--- src/hdl/bls_pkg.sv ---
package bls_pkg;

  // Default coordinate width; the top level hands it down as COORD_BITS.
  localparam int COORD_BITS_DEF = 12;

  // RGB565 colour word.
  localparam int COLOR_BITS = 16;

  // Input item kinds.
  localparam logic MODE_START = 1'b0;
  localparam logic MODE_STEP  = 1'b1;

endpackage

--- src/hdl/bls_in_if.sv ---
interface bls_in_if #(
  parameter int CoordBits = bls_pkg::COORD_BITS_DEF
);
  logic                                 valid;
  logic                                 ready;
  logic                                 mode;
  logic signed [CoordBits-1:0]          x_start;
  logic signed [CoordBits-1:0]          x_end;
  logic signed [CoordBits-1:0]          y_start;
  logic signed [CoordBits-1:0]          y_end;
  logic        [bls_pkg::COLOR_BITS-1:0] color;

  modport source (
    output valid, mode, x_start, x_end, y_start, y_end, color,
    input  ready
  );

  modport sink (
    input  valid, mode, x_start, x_end, y_start, y_end, color,
    output ready
  );
endinterface

--- src/hdl/bls_out_if.sv ---
interface bls_out_if #(
  parameter int CoordBits = bls_pkg::COORD_BITS_DEF
);
  logic                                 valid;
  logic                                 ready;
  logic signed [CoordBits-1:0]          pixel_x;
  logic signed [CoordBits-1:0]          pixel_y;
  logic        [bls_pkg::COLOR_BITS-1:0] pixel_color;
  logic                                 last;
  logic                                 valid_res;

  modport source (
    output valid, pixel_x, pixel_y, pixel_color, last, valid_res,
    input  ready
  );

  modport sink (
    input  valid, pixel_x, pixel_y, pixel_color, last, valid_res,
    output ready
  );
endinterface

--- src/hdl/bresenham_line_stepper.sv ---
// Channel   Direction  Handshake      Payload
// in_chan   sink       valid / ready  mode, x_start, x_end, y_start, y_end, color
// out_chan  source     valid / ready  pixel_x, pixel_y, pixel_color, last, valid_res
//
// Every input transaction yields exactly one output transaction, via the stage-one
// and output registers; one per cycle is sustained when the output is not stalled.
// The stage-one register holds the line setup, the stage-two logic steps the line
// state and fills the output register; the error update is the longest path.
// rst_n is synchronous and active low; it clears the stage valids and ends any line.
// A stalled output holds its result while one more input transaction is taken.
module bresenham_line_stepper #(
  parameter int COORD_BITS = bls_pkg::COORD_BITS_DEF
) (
  input  logic      clk,
  input  logic      rst_n,
  bls_in_if.sink    in_chan,
  bls_out_if.source out_chan
);

  localparam int W = COORD_BITS;
  localparam int C = bls_pkg::COLOR_BITS;

  // Line setup worked out from the endpoints alone, so it can be registered
  // before the line state is touched.
  typedef struct packed {
    logic                 mode;
    logic signed [W-1:0]  major_start;
    logic signed [W-1:0]  major_stop;
    logic signed [W-1:0]  minor_start;
    logic        [W-1:0]  major_span;
    logic        [W-1:0]  minor_span;
    logic                 minor_down;
    logic                 steep;
    logic        [C-1:0]  color;
  } setup_t;

  // ------------------------------------------------------------------------
  // Handshake. Stage one empties into the output register whenever that
  // register is empty or being read, so a new input transaction can enter
  // in the same cycle.
  // ------------------------------------------------------------------------
  logic   s1_valid_r;
  setup_t s1_r;
  setup_t s1_nxt;
  logic   out_valid_r;
  logic   s1_take;
  logic   in_fire;

  assign s1_take       = s1_valid_r && (!out_valid_r || out_chan.ready);
  assign in_chan.ready = !s1_valid_r || s1_take;
  assign in_fire       = in_chan.valid && in_chan.ready;

  // ------------------------------------------------------------------------
  // Stage one: spans, steepness, axis swap and endpoint ordering.
  // ------------------------------------------------------------------------
  logic signed [W:0]   dx;
  logic signed [W:0]   dy;
  logic        [W-1:0] adx;
  logic        [W-1:0] ady;
  logic                steep;
  logic signed [W-1:0] a0;
  logic signed [W-1:0] a1;
  logic signed [W-1:0] b0;
  logic signed [W-1:0] b1;
  logic                reorder;

  always_comb begin
    dx  = {in_chan.x_end[W-1], in_chan.x_end} - {in_chan.x_start[W-1], in_chan.x_start};
    dy  = {in_chan.y_end[W-1], in_chan.y_end} - {in_chan.y_start[W-1], in_chan.y_start};
    adx = dx[W] ? W'(-dx) : dx[W-1:0];
    ady = dy[W] ? W'(-dy) : dy[W-1:0];
    // Equal spans count as shallow, so x stays the major axis.
    steep = ady > adx;

    if (steep) begin
      a0 = in_chan.y_start;
      a1 = in_chan.y_end;
      b0 = in_chan.x_start;
      b1 = in_chan.x_end;
    end else begin
      a0 = in_chan.x_start;
      a1 = in_chan.x_end;
      b0 = in_chan.y_start;
      b1 = in_chan.y_end;
    end

    // Walk the major axis upward; swap the endpoints when it falls.
    reorder = a0 > a1;

    s1_nxt.mode        = in_chan.mode;
    s1_nxt.major_start = reorder ? a1 : a0;
    s1_nxt.major_stop  = reorder ? a0 : a1;
    s1_nxt.minor_start = reorder ? b1 : b0;
    s1_nxt.major_span  = steep ? ady : adx;
    s1_nxt.minor_span  = steep ? adx : ady;
    // The minor coordinate moves down unless the ordered far end lies above.
    s1_nxt.minor_down  = reorder ? !(b1 < b0) : !(b0 < b1);
    s1_nxt.steep       = steep;
    s1_nxt.color       = in_chan.color;
  end

  always_ff @(posedge clk) begin
    if (!rst_n) begin
      s1_valid_r <= 1'b0;
    end else if (in_chan.ready) begin
      s1_valid_r <= in_chan.valid;
    end
    if (in_fire) begin
      s1_r <= s1_nxt;
    end
  end

  // ------------------------------------------------------------------------
  // Stage two: line state and pixel emission. A start transaction takes its
  // working values from stage one, a step transaction from the line state.
  // ------------------------------------------------------------------------
  logic signed [W-1:0] major_pos_r,  major_pos_nxt;
  logic signed [W-1:0] major_stop_r, major_stop_nxt;
  logic signed [W-1:0] minor_pos_r,  minor_pos_nxt;
  logic signed [W:0]   error_r,      error_nxt;
  logic        [W-1:0] major_span_r, major_span_nxt;
  logic        [W-1:0] minor_span_r, minor_span_nxt;
  logic                minor_down_r, minor_down_nxt;
  logic                steep_r,      steep_nxt;
  logic        [C-1:0] color_r,      color_nxt;
  logic                busy_r,       busy_nxt;

  logic signed [W-1:0] pixel_x_r,     pixel_x_nxt;
  logic signed [W-1:0] pixel_y_r,     pixel_y_nxt;
  logic        [C-1:0] pixel_color_r, pixel_color_nxt;
  logic                last_r,        last_nxt;
  logic                valid_res_r,   valid_res_nxt;

  logic                is_start;
  logic                emit;
  logic                fin;
  logic signed [W-1:0] cur_major;
  logic signed [W-1:0] cur_stop;
  logic signed [W-1:0] cur_minor;
  logic signed [W:0]   cur_error;
  logic        [W-1:0] cur_major_span;
  logic        [W-1:0] cur_minor_span;
  logic                cur_down;
  logic                cur_steep;
  logic        [C-1:0] cur_color;
  logic signed [W:0]   error_dec;

  always_comb begin
    is_start = s1_r.mode == bls_pkg::MODE_START;
    emit     = is_start || busy_r;

    cur_major      = is_start ? s1_r.major_start : major_pos_r;
    cur_stop       = is_start ? s1_r.major_stop  : major_stop_r;
    cur_minor      = is_start ? s1_r.minor_start : minor_pos_r;
    // A new line starts its error at half the major span, rounded down.
    cur_error      = is_start ? $signed({2'b00, s1_r.major_span[W-1:1]}) : error_r;
    cur_major_span = is_start ? s1_r.major_span  : major_span_r;
    cur_minor_span = is_start ? s1_r.minor_span  : minor_span_r;
    cur_down       = is_start ? s1_r.minor_down  : minor_down_r;
    cur_steep      = is_start ? s1_r.steep       : steep_r;
    cur_color      = is_start ? s1_r.color       : color_r;

    fin       = cur_major == cur_stop;
    error_dec = cur_error - $signed({1'b0, cur_minor_span});

    // Hold everything unless a pixel is emitted.
    major_pos_nxt  = major_pos_r;
    major_stop_nxt = major_stop_r;
    minor_pos_nxt  = minor_pos_r;
    error_nxt      = error_r;
    major_span_nxt = major_span_r;
    minor_span_nxt = minor_span_r;
    minor_down_nxt = minor_down_r;
    steep_nxt      = steep_r;
    color_nxt      = color_r;
    busy_nxt       = busy_r;

    // A step with no line in progress reports an empty result.
    pixel_x_nxt     = '0;
    pixel_y_nxt     = '0;
    pixel_color_nxt = '0;
    last_nxt        = 1'b0;
    valid_res_nxt   = 1'b0;

    if (emit) begin
      pixel_x_nxt     = cur_steep ? cur_minor : cur_major;
      pixel_y_nxt     = cur_steep ? cur_major : cur_minor;
      pixel_color_nxt = cur_color;
      last_nxt        = fin;
      valid_res_nxt   = 1'b1;

      major_pos_nxt  = cur_major;
      major_stop_nxt = cur_stop;
      minor_pos_nxt  = cur_minor;
      error_nxt      = cur_error;
      major_span_nxt = cur_major_span;
      minor_span_nxt = cur_minor_span;
      minor_down_nxt = cur_down;
      steep_nxt      = cur_steep;
      color_nxt      = cur_color;
      busy_nxt       = !fin;

      // Advance to the next pixel unless this one ends the line.
      if (!fin) begin
        major_pos_nxt = cur_major + W'(1);
        if (error_dec[W]) begin
          minor_pos_nxt = cur_down ? cur_minor - W'(1) : cur_minor + W'(1);
          error_nxt     = error_dec + $signed({1'b0, cur_major_span});
        end else begin
          error_nxt = error_dec;
        end
      end
    end
  end

  always_ff @(posedge clk) begin
    if (!rst_n) begin
      busy_r      <= 1'b0;
      out_valid_r <= 1'b0;
    end else begin
      if (s1_take) begin
        busy_r      <= busy_nxt;
        out_valid_r <= 1'b1;
      end else if (out_chan.ready) begin
        out_valid_r <= 1'b0;
      end
    end
    if (s1_take) begin
      major_pos_r   <= major_pos_nxt;
      major_stop_r  <= major_stop_nxt;
      minor_pos_r   <= minor_pos_nxt;
      error_r       <= error_nxt;
      major_span_r  <= major_span_nxt;
      minor_span_r  <= minor_span_nxt;
      minor_down_r  <= minor_down_nxt;
      steep_r       <= steep_nxt;
      color_r       <= color_nxt;
      pixel_x_r     <= pixel_x_nxt;
      pixel_y_r     <= pixel_y_nxt;
      pixel_color_r <= pixel_color_nxt;
      last_r        <= last_nxt;
      valid_res_r   <= valid_res_nxt;
    end
  end

  assign out_chan.valid       = out_valid_r;
  assign out_chan.pixel_x     = pixel_x_r;
  assign out_chan.pixel_y     = pixel_y_r;
  assign out_chan.pixel_color = pixel_color_r;
  assign out_chan.last        = last_r;
  assign out_chan.valid_res   = valid_res_r;

endmodule

--- src/flat_wrapper.sv ---
// flat-port wrapper written by rule: the top's interface ports become plain ports
module bresenham_line_stepper_flat 
#(
  parameter int COORD_BITS = bls_pkg::COORD_BITS_DEF
)
  (clk, rst_n, in_chan_valid, in_chan_mode, in_chan_x_start, in_chan_x_end, in_chan_y_start, in_chan_y_end, in_chan_color, in_chan_ready, out_chan_valid, out_chan_pixel_x, out_chan_pixel_y, out_chan_pixel_color, out_chan_last, out_chan_valid_res, out_chan_ready);
  bls_in_if #(.CoordBits((bls_pkg::COORD_BITS_DEF))) in_chan_i ();
  bls_out_if #(.CoordBits((bls_pkg::COORD_BITS_DEF))) out_chan_i ();
  input  logic clk;
  input  logic rst_n;
  input wire logic [$bits(in_chan_i.valid)-1:0] in_chan_valid;
  input wire logic [$bits(in_chan_i.mode)-1:0] in_chan_mode;
  input wire logic [$bits(in_chan_i.x_start)-1:0] in_chan_x_start;
  input wire logic [$bits(in_chan_i.x_end)-1:0] in_chan_x_end;
  input wire logic [$bits(in_chan_i.y_start)-1:0] in_chan_y_start;
  input wire logic [$bits(in_chan_i.y_end)-1:0] in_chan_y_end;
  input wire logic [$bits(in_chan_i.color)-1:0] in_chan_color;
  output wire logic [$bits(in_chan_i.ready)-1:0] in_chan_ready;
  output wire logic [$bits(out_chan_i.valid)-1:0] out_chan_valid;
  output wire logic [$bits(out_chan_i.pixel_x)-1:0] out_chan_pixel_x;
  output wire logic [$bits(out_chan_i.pixel_y)-1:0] out_chan_pixel_y;
  output wire logic [$bits(out_chan_i.pixel_color)-1:0] out_chan_pixel_color;
  output wire logic [$bits(out_chan_i.last)-1:0] out_chan_last;
  output wire logic [$bits(out_chan_i.valid_res)-1:0] out_chan_valid_res;
  input wire logic [$bits(out_chan_i.ready)-1:0] out_chan_ready;
  assign in_chan_i.valid = in_chan_valid;
  assign in_chan_i.mode = in_chan_mode;
  assign in_chan_i.x_start = in_chan_x_start;
  assign in_chan_i.x_end = in_chan_x_end;
  assign in_chan_i.y_start = in_chan_y_start;
  assign in_chan_i.y_end = in_chan_y_end;
  assign in_chan_i.color = in_chan_color;
  assign in_chan_ready = in_chan_i.ready;
  assign out_chan_valid = out_chan_i.valid;
  assign out_chan_pixel_x = out_chan_i.pixel_x;
  assign out_chan_pixel_y = out_chan_i.pixel_y;
  assign out_chan_pixel_color = out_chan_i.pixel_color;
  assign out_chan_last = out_chan_i.last;
  assign out_chan_valid_res = out_chan_i.valid_res;
  assign out_chan_i.ready = out_chan_ready;
  bresenham_line_stepper #(.COORD_BITS(COORD_BITS)) u_core (.clk(clk), .rst_n(rst_n), .in_chan(in_chan_i), .out_chan(out_chan_i));
endmodule
--- config.mk ---
export PLATFORM = sky130hd
export DESIGN_NAME = bresenham_line_stepper_flat
export DESIGN_NICKNAME = d
export VERILOG_FILES = /design/src/hdl/bls_pkg.sv /design/src/hdl/bls_in_if.sv /design/src/hdl/bls_out_if.sv /design/src/hdl/bresenham_line_stepper.sv /design/src/flat_wrapper.sv
export SDC_FILE = /design/constraint.sdc
export NUM_CORES = 1
export LEC_CHECK = 0
export ABC_AREA = 1
export CAP_MARGIN = 40
export CORE_MARGIN = 1
export CORE_UTILIZATION = 30
export DETAILED_ROUTE_END_ITERATION = 16
export DONT_BUFFER_PORTS = 1
export PLACE_DENSITY_LB_ADDON = 0.05
export SYNTH_ARGS = -nofsm -noshare
export SYNTH_HDL_FRONTEND = slang
export SYNTH_SLANG_ARGS = --single-unit
--- constraint.sdc ---
create_clock -name clk -period 6.6 [get_ports clk]
set_input_delay 0.66 -clock clk [delete_from_list [all_inputs] [get_ports clk]]
set_output_delay 0.66 -clock clk [all_outputs]
set_load 0.01 [all_outputs]
==> metrics.txt <==
crit path from=in_chan_x_end[0]; kind of critical path=primary input to register; CTS max path bufs=3; compound-cell area share of the yosys netlist=9.665%; Synth Register Bits=215; Pre-antenna DRT Iters=5; gr usage total=17.18%; CP endpoint kind=register; grt peak-use layer=met2; fin area=16520 sq um; first-pass GRT wire length=66810 um; max incr delay on CP=0.58 ns; clock tree from TritonCTS=done; P per Cell Area=498.8 nW/um^2; CP bufs+invs=6; f_max=173.0 MHz; clk_lat worst skew=0.56 ns; WL final=42970 um; EDFF count, synth=212; Sink Count=215; antenna cells=0; Post-Synthesis Cells=1888; FF-to-FF End=u_core.error_r[11]; via count=11990; leakage=7.714 nW; total negative setup slack=0 ns; Final Max Tran Viols=0; worst endpoint required time=6.91 ns; Worst R2R Start=u_core.s1_r[78]; Comb pwr share=53.7%; dpl ws=0.1767 ns; antenna-violating nets left=0; vias in the first global route=11500; Worst-path clk slew=0.06 ns; most frequent CP cell=nand2_1; Reg2Reg Depth=18; met1 Usage GRT=25.22%; die height=223.5 um; Final min period=5.780 ns; placed instance area=15540 sq um; # setup viols final=0; core area=48050 sq um; HP Class=primary input to register; post-layout utilization of the core=34.38%; ys flop type=edfxtp_1; simple-gate area share of the yosys netlist=26.26%; Flop pwr share=27.1%; IO Count=113; total grt overflow=0; Final WS setup=0.8198 ns; part of the power in the clock network=19.2%; H-tree Lvls=1; Hold Path Sink=u_core.s1_r[11]; final hold vios=0; fin crit share=87.58%; Avg Inst Size Synth=7.796 sq um; initial core utilization=30.64%; gpl congestion=0.8819; NetSw=0.003676 W; final clock skew=0.03416 ns; initial antenna violation count=1; CTS Root Cell=clkbuf_16; Vias/cell=4.745; YS warnings=0; Port-buffer cells=0; slowest CP cell=o21ai_0; largest net degree at the start of global routing=66; Post-DP HPWL=33210 um; CTS buffer count=28; main combinational cell family by area after synthesis=simple AND/OR/NAND/NOR gates; area of the mapped netlist=14720 sq um; Die ar.=49950 sq um; CTS Hold Bufs=0; Hold Startpoint=in_chan_color[11]; Resized Gates After CTS=0; Max-Cap Viols=0; Reg2Reg Setup Slack=2.12 ns; Critical Path AT=6.09 ns; Die Width=223.5 um; switch share=44.61%; worst slew margin relative to its limit=43.91%; met3 Track Usage GR=2.555%; register area share after synthesis=43.66%; syn_nets=2059; detailed-route DRC error count=0; post-synthesis mux area share=0%; Synth Area in XOR/XNOR=3.621%; Final Power=0.008241 W; DRT iter0 DRCs=706; GR Layer Usage met2=26.05%; Unique masters post-synth=38; status=completed; Area growth syn-to-layout=12.23%; RSZ-0062 raised after global routing=no; Async SR Flop Fraction=0%; DR WL/cell=17.00 um; share of post-route cells with drive strength above 1=6.485%; area share of fa/ha/maj cells after synthesis=8.926%; post-CTS setup buffers=0; final net count=2062; Cells on Worst Hold Path=0; crit start category=primary input; Power Internal=0.004564 W; row count=80; Worst Path Max Fanout=40; commonest non-fill, non-tap cell in the layout=nand2_1; commonest cells after routing, fill and taps aside=723 x nand2_1, 230 x inv_1, 212 x edfxtp_1; Slew @ Worst Pin=0.8383 ns; worst vdd ir=0.0004278 V; delay-heaviest family, CP=simple AND/OR/NAND/NOR gates
-- area by class of cell --
cell class | instances | area [sq um]
clock buffers | 30 | 708.2
clock inverters | 21 | 266.5
fillers | 5112 | 31530
inverters | 238 | 894.6
multi-input cells | 1378 | 7157
flip-flops and latches | 215 | 6426
well taps | 615 | 769.5
repair buffers | 30 | 297.8
-- cell usage after synthesis (6+ instances only) --
library cell | instances | area share (%)
a21oi_1 | 99 | 3.4
buf_1 | 12 | 0.31
buf_2 | 14 | 0.48
clkbuf_1 | 24 | 0.61
edfxtp_1 | 212 | 43
ha_1 | 97 | 8.2
inv_1 | 231 | 5.9
inv_2 | 7 | 0.18
nand2_1 | 724 | 18
nand3_1 | 97 | 3.3
nand3b_1 | 6 | 0.31
nand4_1 | 23 | 0.98
nor2_1 | 55 | 1.4
nor3_1 | 9 | 0.31
o21ai_0 | 128 | 4.4
o21ai_1 | 14 | 0.48
or2_2 | 21 | 0.89
xnor2_1 | 20 | 1.2
xor2_1 | 39 | 2.3
-- sequential cells by signal, indices dropped and copies added (netlist names), 12 cells and up --
signal and count:
u_core.major_stop_r 12, u_core.out_chan.pixel_y 12, u_core.minor_pos_r 12, u_core.color_r 16, u_core.minor_span_r 12, u_core.out_chan.pixel_color 16
u_core.out_chan.pixel_x 12, u_core.major_span_r 12, u_core.s1_r 79, u_core.major_pos_r 12, u_core.error_r 13
-- through the flow --
step	cells	hold WS, ns
floorplan	1888	0.4436
global placement	2473	0.4531
detailed placement	2476	0.4640
CTS	2527	0.1580
global route	2527	0.1626
finish	2527	0.1925
-- power by group through the flow --
| stage | sequential, W | clock (W) | combinational (W) |
|---|---|---|---|
| after floorplan | 0.00218 | 0 | 0.00326 |
| after global placement | 0.00226 | 0 | 0.00441 |
| after detailed placement | 0.00226 | 0 | 0.00447 |
| after CTS | 0.00224 | 0.00164 | 0.00449 |
| after global routing | 0.00226 | 0.00168 | 0.00511 |
| final | 0.00223 | 0.00158 | 0.00443 |
-- cells by family (layout without fill, tap and decap cells) --
kind of cell,count (synthesis),after routing
and+or+nand+nor,948,948
AOI/OAI and AO/OA,268,268
xor gates and xnor gates,60,60
buffers and inverters,295,319
DFF,215,215
adders and majority gates,102,102
-- routing by layer --
metal	wire [um]	up-vias
met5	0	-
met4	954	0
met3	1956	55
met2	18140	228
met1	21920	5485
li1	-	6223
-- worst max-delay path by stage --
stage | end | slack [ns] | cells past startpoint
floorplan | u_core.s1_r[67] | 1.06 | 40
global placement | u_core.s1_r[17] | 0.23 | 36
detailed placement | u_core.s1_r[17] | 0.18 | 37
CTS | u_core.s1_r[17] | 0.77 | 37
global route | u_core.s1_r[61] | 0.12 | 39
finish | u_core.s1_r[45] | 0.82 | 36
(Power assumes the default switching activity.)
